**config.mk**
```make
export PLATFORM = sky130hd
export DESIGN_NAME = stsu_front
export DESIGN_NICKNAME = d
export VERILOG_FILES = /design/src/sv/sparse_triangular_solve_update_assert.svh /design/src/sv/stsu_pkg.sv /design/src/sv/stsu_front.sv
export SDC_FILE = /design/constraint.sdc
export NUM_CORES = 1
export LEC_CHECK = 0
export ABC_AREA = 1
export BUFFER_PORTS_ARGS = -buffer_cell sky130_fd_sc_hd__buf_2
export CORE_MARGIN = 2
export CORE_UTILIZATION = 40
export CTS_CLUSTER_DIAMETER = 60
export CTS_CLUSTER_SIZE = 28
export DETAILED_ROUTE_END_ITERATION = 12
export PLACE_DENSITY = 0.58
export SLEW_MARGIN = 20
export SYNTH_ARGS = -nofsm -noshare
export SYNTH_HDL_FRONTEND = slang
export SYNTH_SLANG_ARGS = --single-unit
```
**constraint.sdc**
```tcl
create_clock -name clock -period 4.3 [get_ports clock]
set_input_delay 0.43 -clock clock [delete_from_list [all_inputs] [get_ports clock]]
set_output_delay 0.43 -clock clock [all_outputs]
set_load 0.05 [all_outputs]
```
**src/sv/sparse_triangular_solve_update_assert.svh**
```systemverilog
`ifndef SPARSE_TRIANGULAR_SOLVE_UPDATE_ASSERT_SVH
`define SPARSE_TRIANGULAR_SOLVE_UPDATE_ASSERT_SVH

// Checks that a condition holds in the same cycle as its trigger.
`define STSU_ASSERT_SAME(label, clk, rst, ante, cons, msg) \
   label: assert property (@(posedge clk) disable iff (rst) (ante) |-> (cons)) \
      else $error(msg);

// Checks that a condition holds in the cycle after its trigger.
`define STSU_ASSERT_NEXT(label, clk, rst, ante, cons, msg) \
   label: assert property (@(posedge clk) disable iff (rst) (ante) |=> (cons)) \
      else $error(msg);

`endif

```
**src/sv/stsu_pkg.sv**
```systemverilog
package stsu_pkg;

   localparam int ADDR_W = 10;
   localparam int VECTOR_DEPTH = 2 ** ADDR_W;
   localparam int QUEUE_DEPTH = 4;
   localparam int QPTR_W = $clog2(QUEUE_DEPTH);
   localparam int EXP_W = 14;
   localparam logic [63:0] DEFAULT_NAN = 64'hFFF8_0000_0000_0000;

   typedef enum logic [1:0] {
      REQ_WRITE   = 2'd0,
      REQ_READ    = 2'd1,
      REQ_SCATTER = 2'd2,
      REQ_GATHER  = 2'd3
   } req_code_type;

   typedef struct packed {
      req_code_type        op;
      logic [ADDR_W-1:0]   src_addr;
      logic [ADDR_W-1:0]   dst_addr;
      logic [63:0]         coef;
   } cmd_type;

   typedef struct packed {
      logic        done;
      logic [63:0] value;
   } fp_result_type;

   typedef enum logic [2:0] {
      BK_IDLE, BK_READ_OUT, BK_LOAD_SRC, BK_LOAD_DST, BK_MUL, BK_SUB
   } back_state_type;

   typedef enum logic [2:0] {
      MU_IDLE, MU_NORM, MU_MUL, MU_ALIGN, MU_SHIFT, MU_ROUND
   } mul_state_type;

   typedef enum logic [2:0] {
      SU_IDLE, SU_ALIGN, SU_ADD, SU_NORM, SU_ROUND
   } sub_state_type;

   function automatic logic f64_is_nan(input logic [63:0] v);
      return (v[62:52] == 11'h7FF) && (v[51:0] != 52'd0);
   endfunction

   function automatic logic f64_is_inf(input logic [63:0] v);
      return (v[62:52] == 11'h7FF) && (v[51:0] == 52'd0);
   endfunction

   function automatic logic f64_is_zero(input logic [63:0] v);
      return v[62:0] == 63'd0;
   endfunction

   function automatic logic [63:0] f64_quiet(input logic [63:0] v);
      return v | {12'd0, 1'b1, 51'd0};
   endfunction

   // Rounds to nearest even and packs. The exponent field is at least one; a
   // significand without its top bit set stands for a subnormal at field one.
   function automatic logic [63:0] round_pack(input logic sign, input logic [12:0] ef,
                                              input logic [52:0] m, input logic g,
                                              input logic s);
      logic        inc;
      logic [53:0] mr;
      logic [65:0] pk_sum;
      logic [63:0] res;
      inc = g & (s | m[0]);
      mr = {1'b0, m} + {53'd0, inc};
      pk_sum = {1'b0, ef - 13'd1, 52'd0} + {12'd0, mr};
      if (pk_sum[65:52] >= 14'd2047) begin
         res = {sign, 11'h7FF, 52'd0};
      end else begin
         res = {sign, pk_sum[62:0]};
      end
      return res;
   endfunction

endpackage

```
**src/sv/stsu_front.sv**
```systemverilog
module stsu_front (
   input  logic                     clock,
   input  logic                     reset,
   input  logic                     push,
   output logic                     full,
   input  logic [1:0]               req_type,
   input  logic [9:0]               req_pivot_index,
   input  logic [9:0]               req_entry_index,
   input  logic [63:0]              req_coefficient,
   output logic                     cmd_valid,
   output stsu_pkg::cmd_type        cmd,
   input  logic                     cmd_pop
);
   import stsu_pkg::*;

   cmd_type             queue_ff [QUEUE_DEPTH];
   logic [QPTR_W-1:0]   wr_ptr_ff, wr_ptr_in, rd_ptr_ff, rd_ptr_in;
   logic [QPTR_W:0]     count_ff, count_in;
   cmd_type             entry;
   logic                do_push, do_pop;

   // Turn the request into the addresses the back end reads and writes.
   always_comb begin
      entry.op = req_code_type'(req_type);
      entry.coef = req_coefficient;
      entry.src_addr = req_pivot_index[ADDR_W-1:0];
      entry.dst_addr = req_pivot_index[ADDR_W-1:0];
      unique case (entry.op) inside
         REQ_WRITE, REQ_READ: begin
            entry.src_addr = req_pivot_index[ADDR_W-1:0];
         end
         REQ_SCATTER: begin
            entry.src_addr = req_pivot_index[ADDR_W-1:0];
            entry.dst_addr = req_entry_index[ADDR_W-1:0];
         end
         REQ_GATHER: begin
            entry.src_addr = req_entry_index[ADDR_W-1:0];
            entry.dst_addr = req_pivot_index[ADDR_W-1:0];
         end
      endcase
   end

   assign full = count_ff == (QPTR_W + 1)'(QUEUE_DEPTH);
   assign cmd_valid = count_ff != '0;
   assign cmd = queue_ff[rd_ptr_ff];
   assign do_push = push && !full;
   assign do_pop = cmd_pop && cmd_valid;

   always_comb begin
      wr_ptr_in = do_push ? wr_ptr_ff + 1'b1 : wr_ptr_ff;
      rd_ptr_in = do_pop ? rd_ptr_ff + 1'b1 : rd_ptr_ff;
      count_in = count_ff;
      if (do_push && !do_pop) begin
         count_in = count_ff + 1'b1;
      end else if (do_pop && !do_push) begin
         count_in = count_ff - 1'b1;
      end
   end

   always_ff @(posedge clock) begin
      if (reset) begin
         wr_ptr_ff <= '0;
         rd_ptr_ff <= '0;
         count_ff <= '0;
      end else begin
         wr_ptr_ff <= wr_ptr_in;
         rd_ptr_ff <= rd_ptr_in;
         count_ff <= count_in;
      end
   end

   always_ff @(posedge clock) begin
      if (do_push) begin
         queue_ff[wr_ptr_ff] <= entry;
      end
   end

endmodule

```
==> flow_summary.ini, run 1 <==
[run_status]
status = completed

[cts]
ctsHoldBuffers = 0
clockBufferDepth = 3
cts_tree = yes
postCtsResizedCells = 0
cts_setup_buffers = 0
htree_levels = 1
clk_pin_slew_ns = 0.09
cts_root_buf = clkbuf_16
cts.sinks = 353
cts_buffers = 27
clkLatencyLatePin_ns = 0.55

[finish]
nets = 1214
drive_above_1_share_pct = 21.9
area_growth_pct = 16.5
postLayoutCoreUtil_pct = 47.1
most-common-layout-cells = 344 x edfxtp_1, 182 x nor2_1, 182 x o21ai_0
final_common_cell = edfxtp_1

[placement]
gp_routability_congestion = 0.736
io_buffer_count = 177
dp_hpwl_microns = 16500

[floorplanning]
die_w_microns = 187
dieArea_sq_um = 35100
coreArea_sq_um = 33300
start_util_pct = 40.4
io-pin-count = 178
die_y_microns = 187
num_rows = 67

[sta]
grt_setup_unrepaired = no
clock-skew-final_ns = 0.0112
fmax_mhz = 314
tightest_slew_ns = 0.990
relSlewSlack_pct = 34.0
period_needed_ns = 3.18
setup_violations = 0
hold_viol_final = 0
post-route-period-util_pct = 74.0
finalHoldWorstSlack_ns = 0.0909
slew_viol_final = 0

[worst_setup_path]
cp_max_fo = 104
cp.required_ns = 3.87
path_cells = inv_6 -> buf_12 -> o21ai_0 -> o22ai_1 -> buf_2
max_stage_delay_ns = 0.52
worstPathArrival_ns = 2.75
cp-start-kind = flip-flop
slowest_stage = dfxtp_4
crit_family = buffers and inverters
cp-end-kind = primary output
crit_type = reg2out
crit_buf_inv = 3

[grt]
overflow = 0
track_usage_pct = 16.5
grt_pass1_wl_microns = 45300
grt_max_degree = 105
grt_pass1_vias = 7956
antenna_found_initial = 4

[power_and_ir_drop]
ir_worst_vdd_v = 0.000352
p_sw_mw = 4.15
clockPowerShare_pct = 25.1
seqPwrFrac_pct = 42.0
cellPowerDensity_nw_per_um2 = 656
p_leak_nw = 5.50
switching_share_pct = 40.4
combPwrFrac_pct = 32.9
p_int_mw = 6.13

[yosys]
synth_nets = 1053
ys_seq_area_share_pct = 78.2
yosys_most_used_dff = edfxtp_1
syn_inst = 957
avgSynthCellArea_sq_um = 14.0
synth_edf_count = 344
yosysWarningCount = 0
ys_ff_latch = 353
mappedNetlistArea_sq_um = 13400
synth_cell_type_count = 22
async_reset_ff_share_pct = 0

[routing]
wire_per_inst_microns = 18.5
route.detailed.drc = 0
wl_microns = 29400
final_antenna_net_count = 0
first_pass_iters = 6
first_iter_violations = 513
viasPerCell = 5.09
vias = 8096

[job]
cap_violations = 0

[min_path]
hold_class = in2reg
final cells by class:
type	instances	area, sq um
clock inverters	23	258
inverters	28	110
multi-input cells	517	2500
repair buffers	191	1030
fillers	2961	17600
clock buffers	27	676
flip-flops and latches	353	10500
well taps	448	561
diodes	3	7.51
layer usage:
metal,up-vias,track usage [%],wire length (microns)
met3,41,2.48,1380
met2,176,27.5,14300
met1,4001,22.6,13000
li1,3876,-,-
met5,-,0,7
met4,2,4.76,633
metrics by stage:
stage / setup TNS (ns) / area (sq um) / total power, mW / setup slack, ns / cells
after floorplan: -163.40 / 13400 / 6.99 / -0.475 / 957
after global placement: 0 / 14700 / 7.80 / 1.65 / 1537
after detailed placement: 0 / 14700 / 7.83 / 1.65 / 1537
after CTS: 0 / 15700 / 10.4 / 1.06 / 1587
after global routing: 0 / 15700 / 10.8 / 0.842 / 1590
final: 0 / 15700 / 10.3 / 1.12 / 1590
cells by family after synthesis:
family,count (synthesis),synth area share [%]
flops,353,78.2
compound gates,282,11.3
simple gates,228,6.43
buf+inv,87,3.42
fa+ha+maj,6,0.614
xor+xnor,1,0.0652
flip-flops by register name (all words and copies together), names as in the netlist, named ones only:
signal,cells
queue_ff,344
count_ff,3
rd_ptr_ff,2
wr_ptr_ff,2
worst register-to-register path, cell delays in order (launching register included):
cell     delay (ns)
dfxtp_1        0.40
nor2_1         0.09
nand2_1        0.15
nand2_1        0.28
nor2_4         0.72
buf_4          0.47
power by group through the flow:
stage                     Combinational [mW]  Sequential (mW)  Clock [mW]
after floorplan                         2.62             4.37           0
after global placement                  3.40             4.40           0
after CTS                               3.44             4.32        2.66
after detailed placement                3.43             4.40           0
after global routing                    3.62             4.36        2.78
final                                   3.38             4.32        2.58
path summary, 6_finish.rpt:
path                                           from               to  slack (ns)  depth (start not counted)
worst min register to register         rd_ptr_ff[1]        flip-flop        0.51                          2
worst max-delay path                      flip-flop          cmd[41]        1.12                          5
worst max register to register          count_ff[0]  queue_ff[2][49]        1.85                          5
worst min-delay path            req_coefficient[18]  queue_ff[0][18]        0.09                          1
synthesized netlist by cell type (all sizes together), types with 3 or more instances:
master  count  area share [%]
edfxtp    344              77
nand2      37             1.0
buf        31             1.8
dfxtp       9             1.3
o22ai      86             4.0
clkbuf     28            0.85
nor2      186             5.2
ha          5            0.47
a21oi       3            0.11
inv        28            0.82
o21ai     193             7.2
nand3       4            0.15
No activity file was read; power rests on OpenSTA's default activity.
==> run 2, diff against run 1 <==
--- a/config.mk
+++ b/config.mk
@@ -12,7 +12,7 @@
 export CTS_CLUSTER_DIAMETER = 60
 export CTS_CLUSTER_SIZE = 28
 export DETAILED_ROUTE_END_ITERATION = 12
-export PLACE_DENSITY = 0.58
+export PLACE_DENSITY = 0.56
 export SLEW_MARGIN = 20
 export SYNTH_ARGS = -nofsm -noshare
 export SYNTH_HDL_FRONTEND = slang
==> constraint.sdc (replaced) <==
create_clock -name clock -period 3.3 [get_ports clock]
set_input_delay 0.33 -clock clock [delete_from_list [all_inputs] [get_ports clock]]
set_output_delay 0.33 -clock clock [all_outputs]
set_load 0.05 [all_outputs]
==> run 2 against run 1 <==
Against the previous run: sequential share of layout area down 3.0 points; count of clock-buffer cells in the layout unchanged; global-route usage is 0.054 points lower; clock power is 36% higher; cell area grew 4.7%; largest power group unchanged.
==> flow_summary.ini, run 2 (same netlist as run 1, synthesis figures left out) <==
[routing]
wl_microns = 29400
first_iter_violations = 476
route.detailed.drc = 0
first_pass_iters = 4
vias = 8199
viasPerCell = 4.96
final_antenna_net_count = 0
wire_per_inst_microns = 17.8

[finish]
nets = 1281
drive_above_1_share_pct = 20.8
largestRegisters = queue_ff (344), count_ff (3)
area_growth_pct = 22.0
n_antenna_cell = 0
largest_register = queue_ff
final_common_cell = edfxtp_1
most-common-layout-cells = 344 x edfxtp_1, 182 x nor2_1, 182 x o21ai_0
largest_register_ffs = 344
stdcell_count = 1654

[floorplanning]
die_y_microns = 187
coreArea_sq_um = 33300
dieArea_sq_um = 35100
start_util_pct = 40.4
io-pin-count = 178
num_rows = 67
die_w_microns = 187

[worst_setup_path]
slowest_stage = inv_6
r2r-start = count_ff[1]
rr_endpoint = count_ff[1]
crit_end = cmd[44]
cp.depth = 5
worstPathArrival_ns = 2.42
max_stage_delay_ns = 0.38
cp-start-kind = flip-flop
rr_worst_depth = 9
cp-end-kind = primary output
cp_max_fo = 81
crit_family = buffers and inverters
cp.required_ns = 2.97
crit_buf_inv = 3
rrSetupSlack_ns = 1.10
crit_type = reg2out
path_cells = inv_6 -> buf_4 -> o21ai_0 -> o22ai_1 -> buf_2

[placement]
gp_routability_congestion = 0.725
dp_hpwl_microns = 15700
io_buffer_count = 177
dp.cells = 1539

[cts]
clk_pin_slew_ns = 0.08
cts_root_buf = clkbuf_16
htree_levels = 1
clkLatencyLatePin_ns = 0.55
clockBufferDepth = 3
postCtsResizedCells = 0
cts_setup_buffers = 0
cts_tree = yes
ctsHoldBuffers = 65
cts_buffers = 27
cts.sinks = 353

[power_and_ir_drop]
ir_worst_vdd_v = 0.000579
p_leak_nw = 5.82
fin_total_pwr_mw = 13.6
cellPowerDensity_nw_per_um2 = 831

[grt]
track_usage_pct = 16.4
grt_max_degree = 173
overflow = 0
grt_pass1_wl_microns = 45400
antenna_found_initial = 0
grt_pass1_vias = 8078

[sta]
period_needed_ns = 2.75
hold_viol_final = 0
fmax_mhz = 364
clock-skew-final_ns = 0.00977
post-route-period-util_pct = 83.3
slew_viol_final = 0
tightest_slew_ns = 0.782
relSlewSlack_pct = 47.9
setup_violations = 0
finalHoldWorstSlack_ns = 0.0510
grt_setup_unrepaired = no

[run_status]
status = completed

[min_path]
hold_class = in2reg

[job]
cap_violations = 0
run 2: how the worst min path moves through the flow:
stage,from,to,cells past startpoint
2_1_floorplan,reset,flip-flop,1
3_3_place_gp,rd_ptr_ff[0],rd_ptr_ff[0],2
3_5_place_dp,rd_ptr_ff[0],rd_ptr_ff[0],2
4_1_cts,req_type[1],queue_ff[3][85],1
5_1_grt,req_type[1],queue_ff[1][85],1
6_report,req_type[1],queue_ff[0][85],1
run 2: power by group:
part	total, mW	switching (mW)	leakage (nW)	internal, mW
sequential	5.57	0.113	3.23	5.45
combinational	4.56	3.58	2.11	0.986
clock	3.51	1.78	0.477	1.73
total	13.6	5.47	5.82	8.17
run 2: final cells by class:
class | instances | area [sq um]
inverter | 28 | 110
sequential | 353 | 10500
clock inverter | 23 | 305
fill | 2919 | 16900
timing repair buffer | 258 | 1730
clock buffer | 27 | 676
multi-input combinational | 517 | 2500
tap | 448 | 561
run 2: per-stage QoR:
stage | cell area, sq um | TNS, ns | utilization (%) | setup WS (ns)
floorplan | 13500 | -25.35 | - | -0.0737
global placement | 14800 | 0 | 44.4 | 1.18
finish | 16400 | 0 | 49.3 | 0.549
detailed placement | 14800 | 0 | 44.4 | 1.15
CTS | 16400 | 0 | 49.3 | 0.561
global route | 16400 | 0 | 49.3 | 0.394
run 2: worst reg2reg max path, cell delays in order, from the launching register on:
cell     delay, ns
dfxtp_1       0.35
nor2_1        0.17
nand2_1       0.13
nand2_1       0.34
inv_1         0.14
ha_1          0.24
inv_1         0.08
fa_1          0.41
o21ai_0       0.17
nor2_1        0.06
run 2: per-layer routing:
| metal | vias to the layer above | routed length (microns) | track usage [%] |
|---|---|---|---|
| met2 | 157 | 14500 | 27.9 |
| met5 | - | 0 | 0 |
| met3 | 35 | 1160 | 2.27 |
| met4 | 0 | 528 | 3.91 |
| met1 | 3994 | 13200 | 22.5 |
| li1 | 4013 | - | - |
